**src/design/mqpd_pkg.sv**
```systemverilog
// ----------------------------------------------------------------------------
// mqpd_pkg
// Shared types, field widths, codes and parameter defaults for the
// multi-queue priority deque.
// ----------------------------------------------------------------------------
package mqpd_pkg;

  // Parameter defaults.
  localparam int NUM_QUEUES_DEF  = 32;
  localparam int QUEUE_DEPTH_DEF = 5;
  localparam int TAG_BITS_DEF    = 16;

  // Fixed widths of the transaction fields.
  localparam int QIDX_W    = 5;
  localparam int TAG_W     = 16;
  localparam int CODE_W    = 2;
  localparam int LEN_OUT_W = 3;

  typedef enum logic {
    FUNC_ADD  = 1'b0,
    FUNC_TAKE = 1'b1
  } func_t;

  typedef enum logic [CODE_W-1:0] {
    RES_DONE  = 2'd0,
    RES_FULL  = 2'd1,
    RES_EMPTY = 2'd2
  } code_t;

  // Kind of row update broadcast to every cell of the chain.
  typedef enum logic [1:0] {
    OP_ADD_TAIL = 2'd0,
    OP_ADD_HEAD = 2'd1,
    OP_TAKE     = 2'd2
  } op_t;

  typedef struct packed {
    logic commit;
    op_t  op;
  } cell_ctrl_t;

endpackage

```
**src/design/mqpd_req_if.sv**
```systemverilog
// ----------------------------------------------------------------------------
// mqpd_req_if
// Request channel: add or take on one class queue.
// ----------------------------------------------------------------------------
interface mqpd_req_if;

  logic                          valid;
  logic                          ready;
  logic                          func;
  logic [mqpd_pkg::QIDX_W-1:0]   queue_index;
  logic [mqpd_pkg::TAG_W-1:0]    entry_tag;
  logic                          urgent;

  modport source (
    output valid, func, queue_index, entry_tag, urgent,
    input  ready
  );

  modport sink (
    input  valid, func, queue_index, entry_tag, urgent,
    output ready
  );

endinterface

```
**src/design/mqpd_rsp_if.sv**
```systemverilog
// ----------------------------------------------------------------------------
// mqpd_rsp_if
// Response channel: outcome of one request.
// ----------------------------------------------------------------------------
interface mqpd_rsp_if;

  logic                            valid;
  logic                            ready;
  logic [mqpd_pkg::CODE_W-1:0]     result_code;
  logic [mqpd_pkg::TAG_W-1:0]      taken_tag;
  logic                            taken_urgent;
  logic [mqpd_pkg::LEN_OUT_W-1:0]  queue_length;

  modport source (
    output valid, result_code, taken_tag, taken_urgent, queue_length,
    input  ready
  );

  modport sink (
    input  valid, result_code, taken_tag, taken_urgent, queue_length,
    output ready
  );

endinterface

```
**src/design/mqpd_ram.sv**
```systemverilog
// ----------------------------------------------------------------------------
// mqpd_ram
// Generic single-write, single-read RAM with registered read data.
// ----------------------------------------------------------------------------
module mqpd_ram #(
  parameter int WIDTH = 8,
  parameter int DEPTH = 32,
  localparam int AW   = (DEPTH > 1) ? $clog2(DEPTH) : 1
) (
  input  logic             clk,
  input  logic             we,
  input  logic [AW-1:0]    waddr,
  input  logic [WIDTH-1:0] wdata,
  input  logic [AW-1:0]    raddr,
  output logic [WIDTH-1:0] rdata
);

  logic [WIDTH-1:0] mem [DEPTH];

  always_ff @(posedge clk) begin
    if (we) begin
      mem[waddr] <= wdata;
    end
    rdata <= mem[raddr];
  end

endmodule

```
**src/design/mqpd_cell.sv**
```systemverilog
// ----------------------------------------------------------------------------
// mqpd_cell
// One slot position of every queue. Holds slot IDX of all queues in a RAM
// and, on a commit, takes a new entry or its neighbor's entry.
// ----------------------------------------------------------------------------
module mqpd_cell #(
  parameter int IDX        = 0,
  parameter int NUM_QUEUES = mqpd_pkg::NUM_QUEUES_DEF,
  parameter int EW         = mqpd_pkg::TAG_BITS_DEF + 1,
  parameter int LEN_W      = 3,
  localparam int AW        = (NUM_QUEUES > 1) ? $clog2(NUM_QUEUES) : 1
) (
  input  logic                 clk,
  input  logic [AW-1:0]        raddr,
  input  logic [AW-1:0]        waddr,
  input  mqpd_pkg::cell_ctrl_t ctrl,
  input  logic [LEN_W-1:0]     len,
  input  logic [EW-1:0]        new_entry,
  input  logic [EW-1:0]        left_entry,
  input  logic [EW-1:0]        right_entry,
  output logic [EW-1:0]        entry
);

  logic          we;
  logic [EW-1:0] wdata;

  always_comb begin
    we    = 1'b0;
    wdata = new_entry;
    case (ctrl.op)
      mqpd_pkg::OP_ADD_TAIL: begin
        we = ctrl.commit && (len == LEN_W'(IDX));
      end
      mqpd_pkg::OP_ADD_HEAD: begin
        // Urgent insert: everything up to the old tail moves one slot back.
        we    = ctrl.commit && (LEN_W'(IDX) <= len);
        wdata = (IDX == 0) ? new_entry : left_entry;
      end
      mqpd_pkg::OP_TAKE: begin
        we    = ctrl.commit && (LEN_W'(IDX + 1) < len);
        wdata = right_entry;
      end
      default: begin
        we = 1'b0;
      end
    endcase
  end

  mqpd_ram #(
    .WIDTH (EW),
    .DEPTH (NUM_QUEUES)
  ) u_ram (
    .clk   (clk),
    .we    (we),
    .waddr (waddr),
    .wdata (wdata),
    .raddr (raddr),
    .rdata (entry)
  );

endmodule

```
**src/design/multi_queue_priority_deque_top.sv**
```systemverilog
// ----------------------------------------------------------------------------
// multi_queue_priority_deque_top
// Bank of bounded per-class queues with tail append, urgent head insert and
// head take. Slot k of all queues lives in cell k; cells shift into each other.
// ----------------------------------------------------------------------------
// A request is accepted only in ST_IDLE, where the addressed queue row is
// read from the cell RAMs; ST_EXEC writes the row and registers the response,
// so no new request is taken until it commits; a stalled response delays that.
// Reset: queue lengths read as zero at once through per-queue valid flops;
// entries are undefined until written, so there is no clearing pass.
// ----------------------------------------------------------------------------
module multi_queue_priority_deque_top #(
  parameter int NUM_QUEUES  = mqpd_pkg::NUM_QUEUES_DEF,
  parameter int QUEUE_DEPTH = mqpd_pkg::QUEUE_DEPTH_DEF,
  parameter int TAG_BITS    = mqpd_pkg::TAG_BITS_DEF
) (
  input logic        clk,
  input logic        rst,
  mqpd_req_if.sink   req,
  mqpd_rsp_if.source rsp
);

  localparam int AW     = (NUM_QUEUES > 1) ? $clog2(NUM_QUEUES) : 1;
  localparam int LEN_W  = $clog2(QUEUE_DEPTH + 1);
  localparam int EW     = TAG_BITS + 1;
  localparam int QX_W   = mqpd_pkg::QIDX_W + 8;
  localparam int TX_W   = TAG_BITS + mqpd_pkg::TAG_W;
  localparam int LX_W   = LEN_W + mqpd_pkg::LEN_OUT_W;

  typedef enum logic {
    ST_IDLE,
    ST_EXEC
  } state_t;

  state_t state;

  // Latched request.
  logic               func_take;
  logic               in_range;
  logic [AW-1:0]      qaddr;
  logic [EW-1:0]      new_entry;

  logic [NUM_QUEUES-1:0] qvalid;

  logic [QX_W-1:0]    req_q_ext;
  logic [AW-1:0]      req_addr;
  logic               req_in_range;
  logic [TX_W-1:0]    req_tag_ext;
  logic [AW-1:0]      raddr;

  logic [LEN_W-1:0]   len_rdata;
  logic [LEN_W-1:0]   len;
  logic [LEN_W-1:0]   len_next;
  logic               len_we;
  logic               commit;
  logic               out_free;

  logic [mqpd_pkg::CODE_W-1:0] code_next;
  logic [EW-1:0]      head_next;
  logic [TX_W-1:0]    head_tag_ext;
  logic [LX_W-1:0]    len_ext;

  mqpd_pkg::cell_ctrl_t ctrl;

  logic [QUEUE_DEPTH-1:0][EW-1:0] cell_entry;

  assign req_q_ext    = QX_W'(req.queue_index);
  assign req_addr     = req_q_ext[AW-1:0];
  assign req_in_range = (req_q_ext < QX_W'(NUM_QUEUES));
  assign req_tag_ext  = TX_W'(req.entry_tag);

  assign req.ready = (state == ST_IDLE);
  assign raddr     = (state == ST_IDLE) ? req_addr : qaddr;
  assign out_free  = !rsp.valid || rsp.ready;
  assign commit    = (state == ST_EXEC) && out_free;

  assign len = qvalid[qaddr] ? len_rdata : '0;

  always_comb begin
    code_next = mqpd_pkg::RES_DONE;
    head_next = '0;
    len_next  = len;
    len_we    = 1'b0;
    ctrl.op   = mqpd_pkg::OP_TAKE;
    if (!func_take) begin
      ctrl.op = new_entry[EW-1] ? mqpd_pkg::OP_ADD_HEAD : mqpd_pkg::OP_ADD_TAIL;
      if (!in_range) begin
        code_next = mqpd_pkg::RES_FULL;
        len_next  = '0;
      end else if (len >= LEN_W'(QUEUE_DEPTH)) begin
        code_next = mqpd_pkg::RES_FULL;
      end else begin
        len_next = len + LEN_W'(1);
        len_we   = 1'b1;
      end
    end else begin
      if (!in_range || (len == '0)) begin
        code_next = mqpd_pkg::RES_EMPTY;
        len_next  = '0;
      end else begin
        head_next = cell_entry[0];
        len_next  = len - LEN_W'(1);
        len_we    = 1'b1;
      end
    end
    ctrl.commit = commit && len_we;
  end

  assign head_tag_ext = TX_W'(head_next[TAG_BITS-1:0]);
  assign len_ext      = LX_W'(len_next);

  // Row of cells: cell k holds slot k of every queue.
  for (genvar k = 0; k < QUEUE_DEPTH; k++) begin : g_cell
    logic [EW-1:0] left_entry;
    logic [EW-1:0] right_entry;

    if (k == 0) begin : g_first
      assign left_entry = new_entry;
    end else begin : g_mid_l
      assign left_entry = cell_entry[k-1];
    end

    if (k == QUEUE_DEPTH - 1) begin : g_last
      assign right_entry = '0;
    end else begin : g_mid_r
      assign right_entry = cell_entry[k+1];
    end

    mqpd_cell #(
      .IDX        (k),
      .NUM_QUEUES (NUM_QUEUES),
      .EW         (EW),
      .LEN_W      (LEN_W)
    ) u_cell (
      .clk         (clk),
      .raddr       (raddr),
      .waddr       (qaddr),
      .ctrl        (ctrl),
      .len         (len),
      .new_entry   (new_entry),
      .left_entry  (left_entry),
      .right_entry (right_entry),
      .entry       (cell_entry[k])
    );
  end

  mqpd_ram #(
    .WIDTH (LEN_W),
    .DEPTH (NUM_QUEUES)
  ) u_len_ram (
    .clk   (clk),
    .we    (ctrl.commit),
    .waddr (qaddr),
    .wdata (len_next),
    .raddr (raddr),
    .rdata (len_rdata)
  );

  always_ff @(posedge clk) begin
    if (rst) begin
      state     <= ST_IDLE;
      qvalid    <= '0;
      rsp.valid <= 1'b0;
    end else begin
      unique case (state)
        ST_IDLE: begin
          if (req.valid) begin
            state <= ST_EXEC;
          end
        end
        ST_EXEC: begin
          if (out_free) begin
            state <= ST_IDLE;
          end
        end
        default: begin
          state <= ST_IDLE;
        end
      endcase

      if (ctrl.commit) begin
        qvalid[qaddr] <= 1'b1;
      end

      if (commit) begin
        rsp.valid <= 1'b1;
      end else if (rsp.ready) begin
        rsp.valid <= 1'b0;
      end
    end
  end

  // Payload registers.
  always_ff @(posedge clk) begin
    if (req.valid && req.ready) begin
      func_take <= (req.func == mqpd_pkg::FUNC_TAKE);
      in_range  <= req_in_range;
      qaddr     <= req_addr;
      new_entry <= {req.urgent, req_tag_ext[TAG_BITS-1:0]};
    end
    if (commit) begin
      rsp.result_code  <= code_next;
      rsp.taken_tag    <= head_tag_ext[mqpd_pkg::TAG_W-1:0];
      rsp.taken_urgent <= head_next[EW-1];
      rsp.queue_length <= len_ext[mqpd_pkg::LEN_OUT_W-1:0];
    end
  end

endmodule
```
**src/flat_wrapper.sv**
```systemverilog
// flat-port wrapper written by rule: the top's interface ports become plain ports
module multi_queue_priority_deque_top_flat 
#(
  parameter int NUM_QUEUES  = mqpd_pkg::NUM_QUEUES_DEF,
  parameter int QUEUE_DEPTH = mqpd_pkg::QUEUE_DEPTH_DEF,
  parameter int TAG_BITS    = mqpd_pkg::TAG_BITS_DEF
)
  (clk, rst, req_valid, req_func, req_queue_index, req_entry_tag, req_urgent, req_ready, rsp_valid, rsp_result_code, rsp_taken_tag, rsp_taken_urgent, rsp_queue_length, rsp_ready);
  mqpd_req_if req_i ();
  mqpd_rsp_if rsp_i ();
  input logic clk;
  input logic rst;
  input wire logic [$bits(req_i.valid)-1:0] req_valid;
  input wire logic [$bits(req_i.func)-1:0] req_func;
  input wire logic [$bits(req_i.queue_index)-1:0] req_queue_index;
  input wire logic [$bits(req_i.entry_tag)-1:0] req_entry_tag;
  input wire logic [$bits(req_i.urgent)-1:0] req_urgent;
  output wire logic [$bits(req_i.ready)-1:0] req_ready;
  output wire logic [$bits(rsp_i.valid)-1:0] rsp_valid;
  output wire logic [$bits(rsp_i.result_code)-1:0] rsp_result_code;
  output wire logic [$bits(rsp_i.taken_tag)-1:0] rsp_taken_tag;
  output wire logic [$bits(rsp_i.taken_urgent)-1:0] rsp_taken_urgent;
  output wire logic [$bits(rsp_i.queue_length)-1:0] rsp_queue_length;
  input wire logic [$bits(rsp_i.ready)-1:0] rsp_ready;
  assign req_i.valid = req_valid;
  assign req_i.func = req_func;
  assign req_i.queue_index = req_queue_index;
  assign req_i.entry_tag = req_entry_tag;
  assign req_i.urgent = req_urgent;
  assign req_ready = req_i.ready;
  assign rsp_valid = rsp_i.valid;
  assign rsp_result_code = rsp_i.result_code;
  assign rsp_taken_tag = rsp_i.taken_tag;
  assign rsp_taken_urgent = rsp_i.taken_urgent;
  assign rsp_queue_length = rsp_i.queue_length;
  assign rsp_i.ready = rsp_ready;
  multi_queue_priority_deque_top #(.NUM_QUEUES(NUM_QUEUES), .QUEUE_DEPTH(QUEUE_DEPTH), .TAG_BITS(TAG_BITS)) u_core (.clk(clk), .rst(rst), .req(req_i), .rsp(rsp_i));
endmodule
```
**config.mk**
```make
export PLATFORM = sky130hd
export DESIGN_NAME = multi_queue_priority_deque_top_flat
export DESIGN_NICKNAME = d
export VERILOG_FILES = /design/src/design/mqpd_pkg.sv /design/src/design/mqpd_req_if.sv /design/src/design/mqpd_rsp_if.sv /design/src/design/mqpd_ram.sv /design/src/design/mqpd_cell.sv /design/src/design/multi_queue_priority_deque_top.sv /design/src/flat_wrapper.sv
export SDC_FILE = /design/constraint.sdc
export NUM_CORES = 2
export LEC_CHECK = 0
export ABC_AREA = 1
export BUFFER_PORTS_ARGS = -buffer_cell sky130_fd_sc_hd__buf_4
export CAP_MARGIN = 20
export CELL_PAD_IN_SITES_DETAIL_PLACEMENT = 2
export CELL_PAD_IN_SITES_GLOBAL_PLACEMENT = 2
export CORE_MARGIN = 1.5
export CORE_UTILIZATION = 40
export DETAILED_ROUTE_END_ITERATION = 6
export PLACE_DENSITY = 0.7
export SYNTH_ARGS = -nofsm -noshare
export SYNTH_HDL_FRONTEND = slang
export SYNTH_SLANG_ARGS = --single-unit
```
**constraint.sdc**
```tcl
create_clock -name clk -period 7.9 [get_ports clk]
set_input_delay 0.395 -clock clk [delete_from_list [all_inputs] [get_ports clk]]
set_output_delay 0.395 -clock clk [all_outputs]
set_load 0.02 [all_outputs]
```
==> reports/metrics.cfg <==
[logic_synthesis]
synth_top_family_by_area = compound AO/OA/AOI/OAI gates
netlist_top_cells_area = edfxtp_1 74%, o21ai_0 7.4%, nor2_1 6.3%
synth-adder-area-share = 0.0005359
synth-edff-count = 2861
yosysWarnings = 0
synth-compound-area-share = 0.1267
synth_cell_types = 33
synth_xor_area_frac = 0.0001501
muxShareOfSynthArea = 0
synth_most_common_cell = edfxtp_1
syn_nets = 9141
synth_area_leader_cell = edfxtp_1
synth_area_um2 = 116700
ys_seq_area_frac = 0.7569
synth_flop_cell = edfxtp_1
synth-seq-cells = 2983
syn_inst = 9109
async_reset_ff_frac = 0
synth_top_area_frac = 0.7360
syn_avg_cell_area_um2 = 12.81
yosys.area_share.simple = 0.08784
synthTopCellsByCount = 2861 x edfxtp_1, 1969 x nor2_1, 1723 x o21ai_0, 860 x o22ai_1, 538 x nand2_1

[route]
wl_per_cell_um = 32.97
vias = 80216
drt-total-wl_mm = 438.3
vias_per_cell = 6.034
detail-route-antenna-nets = 0
drc = 0
drtIter0Drc = 9227
dr.pass1.iters = 5

[run]
maxCapViolCount = 0

[power_and_ir_drop]
power.leakage_nw = 43.26
peakVddDrop_mv = 0.2069
p_per_area_nw_per_um2 = 286.5

[sta]
slew_violations = 0
finClkSkew_ns = 0.04020
fin_crit_sh = 0.7526
rsz0062_at_grt = no
fmax_mhz = 168.2
worst_pin_slew_ns = 1.153
finalHoldViolCount = 0
setup_viol = 0
whs_ns = 0.1817
finalWorstPathRequiredPeriod_ns = 5.946
fin_tns_setup_ns = 0
slew_headroom = 0.2296

[floorplanning]
die_area_um2 = 295100
die_y_um = 543.2
core_area_um2 = 290600
core.rowCount = 198
start_util = 0.4017
io_pins = 51
die_w_um = 543.2

[setup_path]
cp-end-kind = flip-flop
crit_family = simple AND/OR/NAND/NOR gates
worstPathMaxFanout = 24
crit_top_cell = nand2_1
critPathKind = flip-flop to flip-flop
critical_path.max_stage_delay_ns = 1.20
startpoint_type = flip-flop
cp.required_ns = 8.43
cp_slowest_cell = nor2_2
worst-path-buf-inv = 3
worstPathCellList = inv_2 -> nand2_1 -> nand2_1 -> nand2_1 -> nand2_1 -> nand2_1 -> nand2_1 -> nor2_1 -> nand2_2 -> nand2_1 -> inv_1 -> ha_1 -> inv_1 -> nand2_1 -> nand3_2 -> nand4_2 -> nor2_2
worst_ep_arrival_time_ns = 6.48

[cts]
postCtsSetupRepairBufs = 0
numCtsBuffers = 329
insertion_delay_ns = 0.94
htreeDepth = 5
cts_tree = done
root_buffer = clkbuf_16
cts_num_sinks = 2983
clkTransAtPathRegs_ns = 0.06
cts_buffer_depth = 4

[cells_and_area]
register_area_um2 = 88350
nFillCells = 28125
postLayoutCoreUtil = 0.4595
multi_input_area_um2 = 25780
fin_nets = 9149
drive_above_1_share = 0.1062
syn_to_final_growth_pct = 14.40

[min_path]
holdCritPathClass = input port to flip-flop

[grt]
grt_overflow = 0
grt_pass1_wl_mm = 625.0
antenna_found_initial = 22
grt_max_degree = 184
grt_usage = 0.2919
grt_pass1_vias = 85027

[status]
outcome = finished clean

[placed_design]
gp_congestion = 0.8638
port-buffer-count = 50
hpwl_mm = 256.5

routing by layer:
layer | vias to the layer above | part of all wire | global-route usage
li1 | 33598 | - | -
met1 | 42881 | 0.41 | 0.3928
met2 | 2996 | 0.48 | 0.4846
met3 | 739 | 0.062 | 0.03639
met4 | 2 | 0.042 | 0.1087
met5 | - | 0.000021 | 0
cells by family (layout without fill, tap and decap cells):
family | count (synthesis) | in the layout
other cells | 0 | 5
xor+xnor | 2 | 2
fa+ha+maj | 5 | 5
simple gates | 2592 | 2592
buf+inv | 812 | 1091
flops | 2983 | 2983
compound gates | 2715 | 2715
metrics by stage:
stage / worst slack [ns] / instances / area, µm² / total power, mW
4_1_cts: 1.999 / 13249 / 132900 / 38.39
3_5_place_dp: 2.061 / 12619 / 122100 / 23.11
2_1_floorplan: 4.241 / 9109 / 116700 / 20.71
6_report: 1.954 / 13293 / 133500 / 38.27
5_1_grt: 1.712 / 13289 / 133500 / 39.19
3_3_place_gp: 2.217 / 12607 / 121900 / 22.89
report_power, final:
part	switching (mW)	internal [mW]	total (mW)
clock network	6.61	8.73	15.3
logic	3.77	0.895	4.66
registers	0.211	18.1	18.3
total	10.6	27.7	38.3
final cells by class:
class                      instances  share of cell area
antenna                            5          0.00009369
clock buffer                     448             0.06723
clock inverter                   154             0.01159
inverter                         158            0.004703
multi-input combinational       5314              0.1931
sequential                      2983              0.6616
tap                             3900             0.03654
timing repair buffer             331             0.02513
final timing paths:
kind	to	slack [ns]	start	cells past startpoint
max	u_core.g_cell[4].u_cell.u_ram.mem[12][11]	1.95	u_core.qaddr[0]	17
max reg2reg	u_core.g_cell[4].u_cell.u_ram.mem[12][11]	1.95	u_core.qaddr[0]	17
min	u_core.g_cell[0].left_entry[4]	0.18	req_entry_tag[4]	2
min reg2reg	u_core.qvalid[16]	0.46	u_core.qvalid[16]	2
sequential cells by signal, indices dropped and copies added (netlist names):
signal / count
u_core.rsp.taken_tag: 16
u_core.g_cell.u_cell.u_ram.mem: 2720
u_core.g_cell.u_cell.u_ram.rdata: 85
u_core.func_take: 1
u_core.state: 1
u_core.qvalid: 32
u_core.rsp.taken_urgent: 1
u_core.g_cell.left_entry: 17
u_core.u_len_ram.mem: 96
u_core.qaddr: 5
u_core.u_len_ram.rdata: 3
u_core.rsp.queue_length: 3
u_core.rsp.valid: 1
u_core.rsp.result_code: 2
cells in the final DEF, fill, tap and decap left out, types with 10 or more instances in the layout:
cell type / instances
o21ai_1: 50
o211ai_1: 21
o221ai_1: 13
buf_4: 227
nand3_1: 34
clkinv_1: 59
bufinv_16: 22
edfxtp_1: 2861
clkinv_8: 10
nor2_1: 1805
o22ai_1: 858
clkbuf_8: 15
clkbuf_1: 97
dfxtp_1: 122
buf_8: 40
clkbuf_16: 336
clkinv_2: 40
a21oi_1: 35
dlygate4sd3_1: 28
buf_12: 25
nand2_2: 20
nand2_1: 520
o21ai_0: 1717
nand4_4: 20
inv_1: 151
nor2_2: 162
clkinvlp_4: 10
what timing repair did:
| item | 4_1_cts | 5_1_grt |
|---|---|---|
| gates resized for setup | 0 | 0 |
| endpoints found under the hold margin | 57 | 0 |
| hold buffers | 28 | 0 |
Power figures use the tool's default switching activity.
